$ cat src/rtl/bqlp_pkg.sv
// Shared types and constants for the six-channel biquad low-pass core.
// No dependencies; imported by every other file of the block but the macros header.
`timescale 1ns / 1ps
`default_nettype none

package bqlp_pkg;

	localparam int SAMPLE_BITS = 16;
	localparam int HIST_FRAC   = 16;
	localparam int HIST_BITS   = SAMPLE_BITS + HIST_FRAC;
	localparam int AXES        = 3;
	localparam int CHANNELS    = 2 * AXES;
	localparam int CH_W        = $clog2(CHANNELS);
	localparam int COEF_BITS   = 32;
	localparam int MUL_W       = 32;
	localparam int ACC_BITS    = 2 * MUL_W;
	localparam int CFG_REGS    = 6;
	localparam int CFG_IDX_W   = 3;

	// Register indexes of the configuration port
	localparam logic [CFG_IDX_W-1:0] CFG_GYRO_B0  = 3'd0;
	localparam logic [CFG_IDX_W-1:0] CFG_GYRO_A1  = 3'd1;
	localparam logic [CFG_IDX_W-1:0] CFG_GYRO_A2  = 3'd2;
	localparam logic [CFG_IDX_W-1:0] CFG_ACCEL_B0 = 3'd3;
	localparam logic [CFG_IDX_W-1:0] CFG_ACCEL_A1 = 3'd4;
	localparam logic [CFG_IDX_W-1:0] CFG_ACCEL_A2 = 3'd5;

	localparam logic signed [COEF_BITS-1:0] COEF_RESET [CFG_REGS] = '{
		32'sd10781978,
		-32'sd838065158,
		32'sd344322160,
		32'sd2975876,
		-32'sd954893636,
		32'sd429927300
	};

	typedef struct packed {
		logic signed [SAMPLE_BITS-1:0] gyro_x_in;
		logic signed [SAMPLE_BITS-1:0] gyro_y_in;
		logic signed [SAMPLE_BITS-1:0] gyro_z_in;
		logic signed [SAMPLE_BITS-1:0] accel_x_in;
		logic signed [SAMPLE_BITS-1:0] accel_y_in;
		logic signed [SAMPLE_BITS-1:0] accel_z_in;
	} bqlp_in_t;

	typedef struct packed {
		logic signed [SAMPLE_BITS-1:0] gyro_x_out;
		logic signed [SAMPLE_BITS-1:0] gyro_y_out;
		logic signed [SAMPLE_BITS-1:0] gyro_z_out;
		logic signed [SAMPLE_BITS-1:0] accel_x_out;
		logic signed [SAMPLE_BITS-1:0] accel_y_out;
		logic signed [SAMPLE_BITS-1:0] accel_z_out;
	} bqlp_out_t;

	// Accumulator commands for the shared multiply-accumulate unit
	typedef struct packed {
		logic load_ff;
		logic sub;
	} bqlp_mac_ctl_t;

	typedef enum logic [2:0] {
		ST_IDLE,
		ST_FF,
		ST_FB1,
		ST_FB2,
		ST_ACC,
		ST_WB,
		ST_PUB
	} bqlp_state_t;

endpackage

`default_nettype wire

$ cat src/rtl/bqlp_mac.sv
// Shared multiply-accumulate unit: one registered 32x32 multiplier, a 64-bit
// accumulator, and the history scaling by arithmetic shift with saturation. Uses bqlp_pkg.
`timescale 1ns / 1ps
`default_nettype none

module bqlp_mac #(
	parameter int COEF_FRAC_BITS = 29
) (
	input  logic                                  clk,
	input  bqlp_pkg::bqlp_mac_ctl_t               ctl,
	input  logic signed [bqlp_pkg::MUL_W-1:0]     op_a,
	input  logic signed [bqlp_pkg::MUL_W-1:0]     op_b,
	output logic signed [bqlp_pkg::HIST_BITS-1:0] y_sat
);
	import bqlp_pkg::*;

	logic signed [ACC_BITS-1:0] prod_s1;
	logic signed [ACC_BITS-1:0] acc_q;
	logic signed [ACC_BITS-1:0] shifted;
	logic                       ovf_pos;
	logic                       ovf_neg;

	always_ff @(posedge clk) begin
		prod_s1 <= op_a * op_b;
		if (ctl.load_ff) begin
			// feed-forward term carries the extra history fraction bits
			acc_q <= {prod_s1[ACC_BITS-1-HIST_FRAC:0], {HIST_FRAC{1'b0}}};
		end else if (ctl.sub) begin
			acc_q <= acc_q - prod_s1;
		end
	end

	always_comb begin
		shifted = acc_q >>> COEF_FRAC_BITS;
		ovf_pos = !shifted[ACC_BITS-1] && (|shifted[ACC_BITS-2:HIST_BITS-1]);
		ovf_neg = shifted[ACC_BITS-1] && !(&shifted[ACC_BITS-2:HIST_BITS-1]);
		if (ovf_pos) begin
			y_sat = {1'b0, {(HIST_BITS-1){1'b1}}};
		end else if (ovf_neg) begin
			y_sat = {1'b1, {(HIST_BITS-1){1'b0}}};
		end else begin
			y_sat = shifted[HIST_BITS-1:0];
		end
	end

endmodule

`default_nettype wire

$ cat src/rtl/six_channel_biquad_lowpass_core.sv
// Six-channel biquad low-pass core: top level with sequencer, histories and
// coefficient registers. Uses bqlp_pkg and bqlp_mac.
//
// Usage:
//   Input channel (in_valid/in_ready/in_data) takes one set of three gyro and
//   three accelerometer samples. Output channel (out_valid/out_ready/out_data)
//   returns one set of six filtered samples per input transaction.
//   Configuration channel (cfg_valid/cfg_ready/cfg_index/cfg_data) writes the
//   six coefficient registers; cfg_ready is always high, indexes above 5 are
//   dropped. Write coefficients only while the core is idle.
//   Sequence: one filter pass steps through FF, FB1, FB2, ACC and WB on the
//   shared multiply-accumulate unit (three products, accumulate, write back)
//   and is run for each of the six channels in turn, between the accept state
//   IDLE and the publish state PUB. The first transaction after reset runs
//   PREFILL_COUNT + 1 passes per channel. in_ready is high only while idle, so
//   a new set is taken only after the previous one has left PUB.
//   Reset clears histories, the seeded flag and the handshakes and reloads
//   the default coefficients. A stalled receiver holds out_data in the output
//   register; the next transaction is accepted and filtered meanwhile, and
//   its result waits until the output register frees up.
`timescale 1ns / 1ps
`default_nettype none

module six_channel_biquad_lowpass_core #(
	parameter int PREFILL_COUNT  = 10,
	parameter int COEF_FRAC_BITS = 29
) (
	input  logic                                  clk,
	input  logic                                  arst_n,
	input  logic                                  in_valid,
	output logic                                  in_ready,
	input  bqlp_pkg::bqlp_in_t                    in_data,
	output logic                                  out_valid,
	input  logic                                  out_ready,
	output bqlp_pkg::bqlp_out_t                   out_data,
	input  logic                                  cfg_valid,
	output logic                                  cfg_ready,
	input  logic [bqlp_pkg::CFG_IDX_W-1:0]        cfg_index,
	input  logic [bqlp_pkg::COEF_BITS-1:0]        cfg_data
);
	import bqlp_pkg::*;

	localparam int REP_W = $clog2(PREFILL_COUNT + 2);
	localparam logic [REP_W-1:0] REP_LAST = REP_W'(PREFILL_COUNT);
	localparam logic [CH_W-1:0]  CH_LAST  = CH_W'(CHANNELS - 1);
	localparam logic [CH_W-1:0]  CH_ACCEL = CH_W'(AXES);

	bqlp_state_t state_q, state_d;

	logic [CH_W-1:0]                ch_q;
	logic [REP_W-1:0]               rep_q;
	logic                           seeded_q;
	bqlp_in_t                       in_q;
	logic signed [COEF_BITS-1:0]    coef_q [CFG_REGS];
	logic signed [SAMPLE_BITS-1:0]  x1_q [CHANNELS];
	logic signed [SAMPLE_BITS-1:0]  x2_q [CHANNELS];
	logic signed [HIST_BITS-1:0]    y1_q [CHANNELS];
	logic signed [HIST_BITS-1:0]    y2_q [CHANNELS];
	logic signed [SAMPLE_BITS-1:0]  res_q [CHANNELS];
	bqlp_out_t                      out_q;
	logic                           out_valid_q;

	logic signed [SAMPLE_BITS-1:0]  samp [CHANNELS];
	logic signed [SAMPLE_BITS-1:0]  x_cur;
	logic signed [SAMPLE_BITS+1:0]  ff_sum;
	logic                           is_accel;
	logic signed [COEF_BITS-1:0]    b0_sel;
	logic signed [COEF_BITS-1:0]    a1_sel;
	logic signed [COEF_BITS-1:0]    a2_sel;
	logic                           pass_done;
	logic                           pub_free;
	bqlp_mac_ctl_t                  mac_ctl;
	logic signed [MUL_W-1:0]        op_a;
	logic signed [MUL_W-1:0]        op_b;
	logic signed [HIST_BITS-1:0]    y_sat;

	assign cfg_ready = 1'b1;
	assign out_valid = out_valid_q;
	assign out_data  = out_q;

	always_comb begin
		samp[0] = in_q.gyro_x_in;
		samp[1] = in_q.gyro_y_in;
		samp[2] = in_q.gyro_z_in;
		samp[3] = in_q.accel_x_in;
		samp[4] = in_q.accel_y_in;
		samp[5] = in_q.accel_z_in;
		x_cur    = samp[ch_q];
		ff_sum   = (SAMPLE_BITS+2)'(x_cur) + ((SAMPLE_BITS+2)'(x1_q[ch_q]) <<< 1)
			+ (SAMPLE_BITS+2)'(x2_q[ch_q]);
		is_accel = (ch_q >= CH_ACCEL);
		b0_sel   = is_accel ? coef_q[CFG_ACCEL_B0] : coef_q[CFG_GYRO_B0];
		a1_sel   = is_accel ? coef_q[CFG_ACCEL_A1] : coef_q[CFG_GYRO_A1];
		a2_sel   = is_accel ? coef_q[CFG_ACCEL_A2] : coef_q[CFG_GYRO_A2];
		// unseeded: prefill passes plus the output pass
		pass_done = (rep_q == (seeded_q ? '0 : REP_LAST));
		pub_free  = !out_valid_q || out_ready;
	end

	// next state
	always_comb begin
		state_d = state_q;
		case (state_q)
			ST_IDLE: begin
				if (in_valid) state_d = ST_FF;
			end
			ST_FF:  state_d = ST_FB1;
			ST_FB1: state_d = ST_FB2;
			ST_FB2: state_d = ST_ACC;
			ST_ACC: state_d = ST_WB;
			ST_WB: begin
				if (pass_done && (ch_q == CH_LAST)) state_d = ST_PUB;
				else state_d = ST_FF;
			end
			ST_PUB: begin
				if (pub_free) state_d = ST_IDLE;
			end
			default: state_d = ST_IDLE;
		endcase
	end

	// sequencer outputs
	always_comb begin
		in_ready = 1'b0;
		mac_ctl  = '0;
		op_a     = b0_sel;
		op_b     = MUL_W'(ff_sum);
		case (state_q)
			ST_IDLE: in_ready = 1'b1;
			ST_FF: begin
				op_a = b0_sel;
				op_b = MUL_W'(ff_sum);
			end
			ST_FB1: begin
				mac_ctl.load_ff = 1'b1;
				op_a = a1_sel;
				op_b = MUL_W'(y1_q[ch_q]);
			end
			ST_FB2: begin
				mac_ctl.sub = 1'b1;
				op_a = a2_sel;
				op_b = MUL_W'(y2_q[ch_q]);
			end
			ST_ACC: mac_ctl.sub = 1'b1;
			default: ;
		endcase
	end

	bqlp_mac #(
		.COEF_FRAC_BITS(COEF_FRAC_BITS)
	) u_mac (
		.clk  (clk),
		.ctl  (mac_ctl),
		.op_a (op_a),
		.op_b (op_b),
		.y_sat(y_sat)
	);

	always_ff @(posedge clk or negedge arst_n) begin
		if (!arst_n) begin
			state_q     <= ST_IDLE;
			ch_q        <= '0;
			rep_q       <= '0;
			seeded_q    <= 1'b0;
			out_valid_q <= 1'b0;
			for (int i = 0; i < CFG_REGS; i++) coef_q[i] <= COEF_RESET[i];
			for (int i = 0; i < CHANNELS; i++) begin
				x1_q[i] <= '0;
				x2_q[i] <= '0;
				y1_q[i] <= '0;
				y2_q[i] <= '0;
			end
		end else begin
			state_q <= state_d;
			if (cfg_valid) begin
				case (cfg_index)
					CFG_GYRO_B0, CFG_GYRO_A1, CFG_GYRO_A2,
					CFG_ACCEL_B0, CFG_ACCEL_A1, CFG_ACCEL_A2:
						coef_q[cfg_index] <= cfg_data;
					default: ;
				endcase
			end
			if ((state_q == ST_IDLE) && in_valid) begin
				ch_q  <= '0;
				rep_q <= '0;
			end
			if (state_q == ST_WB) begin
				x2_q[ch_q] <= x1_q[ch_q];
				x1_q[ch_q] <= x_cur;
				y2_q[ch_q] <= y1_q[ch_q];
				y1_q[ch_q] <= y_sat;
				if (pass_done) begin
					rep_q <= '0;
					if (ch_q == CH_LAST) seeded_q <= 1'b1;
					else ch_q <= ch_q + 1'b1;
				end else begin
					rep_q <= rep_q + 1'b1;
				end
			end
			if ((state_q == ST_PUB) && pub_free) begin
				out_valid_q <= 1'b1;
			end else if (out_ready) begin
				out_valid_q <= 1'b0;
			end
		end
	end

	// payload registers
	always_ff @(posedge clk) begin
		if ((state_q == ST_IDLE) && in_valid) begin
			in_q <= in_data;
		end
		if ((state_q == ST_WB) && pass_done) begin
			res_q[ch_q] <= y_sat[HIST_BITS-1:HIST_FRAC];
		end
		if ((state_q == ST_PUB) && pub_free) begin
			out_q.gyro_x_out  <= res_q[0];
			out_q.gyro_y_out  <= res_q[1];
			out_q.gyro_z_out  <= res_q[2];
			out_q.accel_x_out <= res_q[3];
			out_q.accel_y_out <= res_q[4];
			out_q.accel_z_out <= res_q[5];
		end
	end

endmodule

`default_nettype wire

$ cat config.mk
export PLATFORM = sky130hd
export DESIGN_NAME = six_channel_biquad_lowpass_core
export DESIGN_NICKNAME = d
export VERILOG_FILES = /design/src/rtl/bqlp_pkg.sv /design/src/rtl/bqlp_mac.sv /design/src/rtl/six_channel_biquad_lowpass_core.sv
export SDC_FILE = /design/constraint.sdc
export NUM_CORES = 2
export LEC_CHECK = 0
export ABC_AREA = 1
export BUFFER_PORTS_ARGS = -buffer_cell sky130_fd_sc_hd__clkbuf_2
export CAP_MARGIN = 20
export CELL_PAD_IN_SITES_DETAIL_PLACEMENT = 1
export CELL_PAD_IN_SITES_GLOBAL_PLACEMENT = 1
export CORE_ASPECT_RATIO = 1.5
export CORE_UTILIZATION = 46
export CTS_BUF_LIST = sky130_fd_sc_hd__clkbuf_8
export CTS_CLUSTER_DIAMETER = 80
export DETAILED_ROUTE_END_ITERATION = 10
export PLACE_DENSITY = 0.76
export SLEW_MARGIN = 20
export SYNTH_ARGS = -nofsm -noshare
export SYNTH_HDL_FRONTEND = slang
export SYNTH_SLANG_ARGS = --single-unit
$ cat constraint.sdc
create_clock -name clk -period 10.9 [get_ports clk]
set_input_delay 1.635 -clock clk [delete_from_list [all_inputs] [get_ports clk]]
set_output_delay 1.635 -clock clk [all_outputs]
set_load 0.05 [all_outputs]
==> qor.yml <==
fill_cells: 23453
cp.depth: 42
cap_violations: 0
io_buffers: 233
cp_common_cell: "fa_1"
syn_to_final_growth_pct: 11.0
final_nets: 12290
regToRegEndpoint: "u_mac.prod_s1[36]"
tns_ps: 0
die_w_um: 369
insertion_delay_ps: 1040
max_freq_mhz: 93.8
gr-total-overflow: 0
ys_warn_count: 0
endpoint: "u_mac.prod_s1[36]"
routed_via_density: 5.69
hpwl_um: 279000
grt_max_degree: 192
ys.flop_type: "dfrtp_1"
synth_area_mm2: 0.0928
synth_cell_types: 63
async_flop_share_pct: 65.2
start_util_pct: 46.3
hold_class: "flip-flop to flip-flop"
regToRegStartpoint: "ch_q[2]"
drt_first_iter_violations: 5096
synth-seq-cells: 1196
crit_family: "adder cells"
cts_root_buffer: "clkbuf_8"
ff2ff_path_depth: 42
drtPass1Iterations: 6
crit_slowest_cell: "fa_1"
crit_type: "flip-flop to flip-flop"
busiest_layer: "met2"
grt_pass1_wl_um: 543000
start_kind: "flip-flop"
synth_area_per_cell_um2: 8.86
min_period_ps: 10660
final_area_mm2: 0.103
crit_path_start: "ch_q[2]"
grtUsageMet2_pct: 62.7
cts_tree: "built"
met3_usage_pct: 5.29
rsz0062_at_grt: "true"
wl_per_cell_um: 26.8
cts_buffer_depth: 4
cp.required_ps: 11710
worstHoldStart: "res_q[1][15]"
synth_edf_count: 336
post-place-ws_ps: -180
grt_pass1_vias: 86060
outcome: "finished clean"
cts_buffers: 196
antenna_found_initial: 10
setup_slack_ps: 241
htreeDepth: 4
regToRegSetupSlack_ps: 240
ant_nets: 0
grtUsageTotal_pct: 36.1
setup_viol: 0
clock_sinks: 1196
yosysSeqAreaShare_pct: 33.7
cp_data_arrival_time_ps: 11470
syn_inst: 10465
drive_above_1_share_pct: 12.4
relSlewSlack_pct: 26.3
placedInstanceArea_mm2: 0.0984
wl_um: 364000
end_kind: "flip-flop"
path_clk_slew_ps: 70
clock-skew-final_ps: 128
rows: 201
globalplace.congestion: 1.02
slew_viol_final: 0
drc: 0
die-area_mm2: 0.203
hold_violations: 0
crit_buf_inv: 10
cp_slowest_stage_delay_ps: 600
core_area_mm2: 0.200
post-route-period-util_pct: 97.8
met1_usage_pct: 38.9
worstPathMaxFanout: 14
num_vias: 77270
synth_nets: 11969
worstMarginPinSlew_ps: 1100
num_io_pins: 235
die_h_um: 552
[worst min-delay path by stage]
stage	to	slack, ps	cells after the start
floorplan	out_data[0]	400	0
global placement	out_data[21]	400	0
detailed placement	out_data[56]	410	0
CTS	out_data[79]	380	0
global route	out_data[15]	410	0
finish	out_data[79]	380	0
[cells by family (layout without fill, tap and decap cells)]
| kind of cell | Yosys count | count (layout) | share of synthesized area, % |
|---|---|---|---|
| and+or+nand+nor | 3716 | 3716 | 16.6 |
| buffers and inverters | 2514 | 2985 | 10.7 |
| AOI/OAI and AO/OA | 1454 | 1454 | 9.20 |
| adders and majority gates | 1368 | 1368 | 27.4 |
| DFF | 1196 | 1196 | 33.7 |
| muxes | 146 | 146 | 1.77 |
| xor gates and xnor gates | 70 | 70 | 0.661 |
| other | 1 | 8 | 0.00404 |
[registers in the layout, indices dropped and copies added, names as in the netlist, 3 cells and up]
signal	flops
u_mac.prod_s1	64
res_q	96
ch_q	3
coef_q	192
in_q	96
u_mac.acc_q	64
x1_q	96
x2_q	96
out_data	96
state_q	3
rep_q	4
y2_q	192
y1_q	192
[per-stage QoR]
step           cells  hold slack [ps]  util, %
2_1_floorplan  10465              400        -
3_3_place_gp   13218              401     49.1
3_5_place_dp   13219              406     49.1
4_1_cts        13567              375     51.2
5_1_grt        13576              406     51.4
6_report       13582              385     51.4
[placed cells by master, fill, tap and decap left out, drive strengths merged, types with 11 or more instances in the layout]
master,synthesis,layout
a21oi,268,268
a221oi,21,21
a22oi,86,86
a31oi,140,140
buf,315,386
bufinv,0,14
clkbuf,181,462
clkinv,1,35
dfrtp,705,705
dfstp,75,75
dfxtp,80,80
edfxtp,336,336
fa,1100,1100
ha,268,268
inv,2017,2082
mux2,146,146
nand2,2037,2037
nand3,591,591
nand4,130,130
nor2,835,835
nor3,29,29
nor4,11,11
o2111ai,13,13
o211ai,13,13
o21ai,743,743
o21bai,22,22
o221ai,18,18
o22ai,107,107
or2,68,68
xnor2,23,23
xor2,47,47
[cell usage after synthesis (all sizes together), types with 5 or more instances]
cell | n | area share, %
dfstp | 75 | 2.1
nand2 | 2037 | 8.3
o221ai | 18 | 0.18
mux2 | 146 | 1.8
buf | 315 | 1.8
nor2 | 835 | 3.4
o21ai | 743 | 4.0
or2 | 68 | 0.46
clkbuf | 181 | 0.73
nor4 | 11 | 0.074
a21o | 7 | 0.057
a31oi | 140 | 1.3
inv | 2017 | 8.2
fa | 1100 | 24
o2111ai | 13 | 0.12
o22ai | 107 | 0.72
edfxtp | 336 | 11
o211ai | 13 | 0.11
a221oi | 21 | 0.22
ha | 268 | 3.6
nand4 | 130 | 0.88
and3 | 5 | 0.034
o21bai | 22 | 0.18
nor3 | 29 | 0.18
a211oi | 6 | 0.049
nand3 | 591 | 3.2
a21oi | 268 | 1.4
a22oi | 86 | 0.70
dfxtp | 80 | 1.7
dfrtp | 705 | 19
xnor2 | 23 | 0.22
xor2 | 47 | 0.44
o31ai | 5 | 0.040
[repair_timing]
action,4_1_cts,5_1_grt
hold buffers,0,0
cloned,0,1
pin swaps,0,7
endpoints found under the setup margin,26,43
gates resized for setup,10,98
setup buffers,0,6
[layout make-up]
class                      count  area [µm²]  share of cell area (%)
timing repair buffer         619        4580                    4.45
sequential                  1196       31300                    30.4
inverter                    2018        7600                    7.38
antenna                        7        17.5                  0.0170
clock buffer                 229        3150                    3.06
clock inverter               119         900                   0.874
multi-input combinational   6755       52100                    50.6
tap                         2639        3300                    3.21
[worst register-to-register path: cells and delay by family, from the launching register on]
family | cells | cell delay [ps]
xor+xnor | 1 | 340
buf+inv | 10 | 1210
simple gates | 13 | 1520
fa+ha+maj | 11 | 5320
flops | 1 | 450
compound gates | 7 | 1630
[metal layers]
layer,wire length (µm),share of wire (%)
met1,128000,35
met4,36000,9.9
met2,181000,50
met3,19600,5.4
met5,34,0.0093
Power is left out: the tool's default activity adds up to more than one toggle a clock period on the data nets, which glitch-free logic cannot reach.
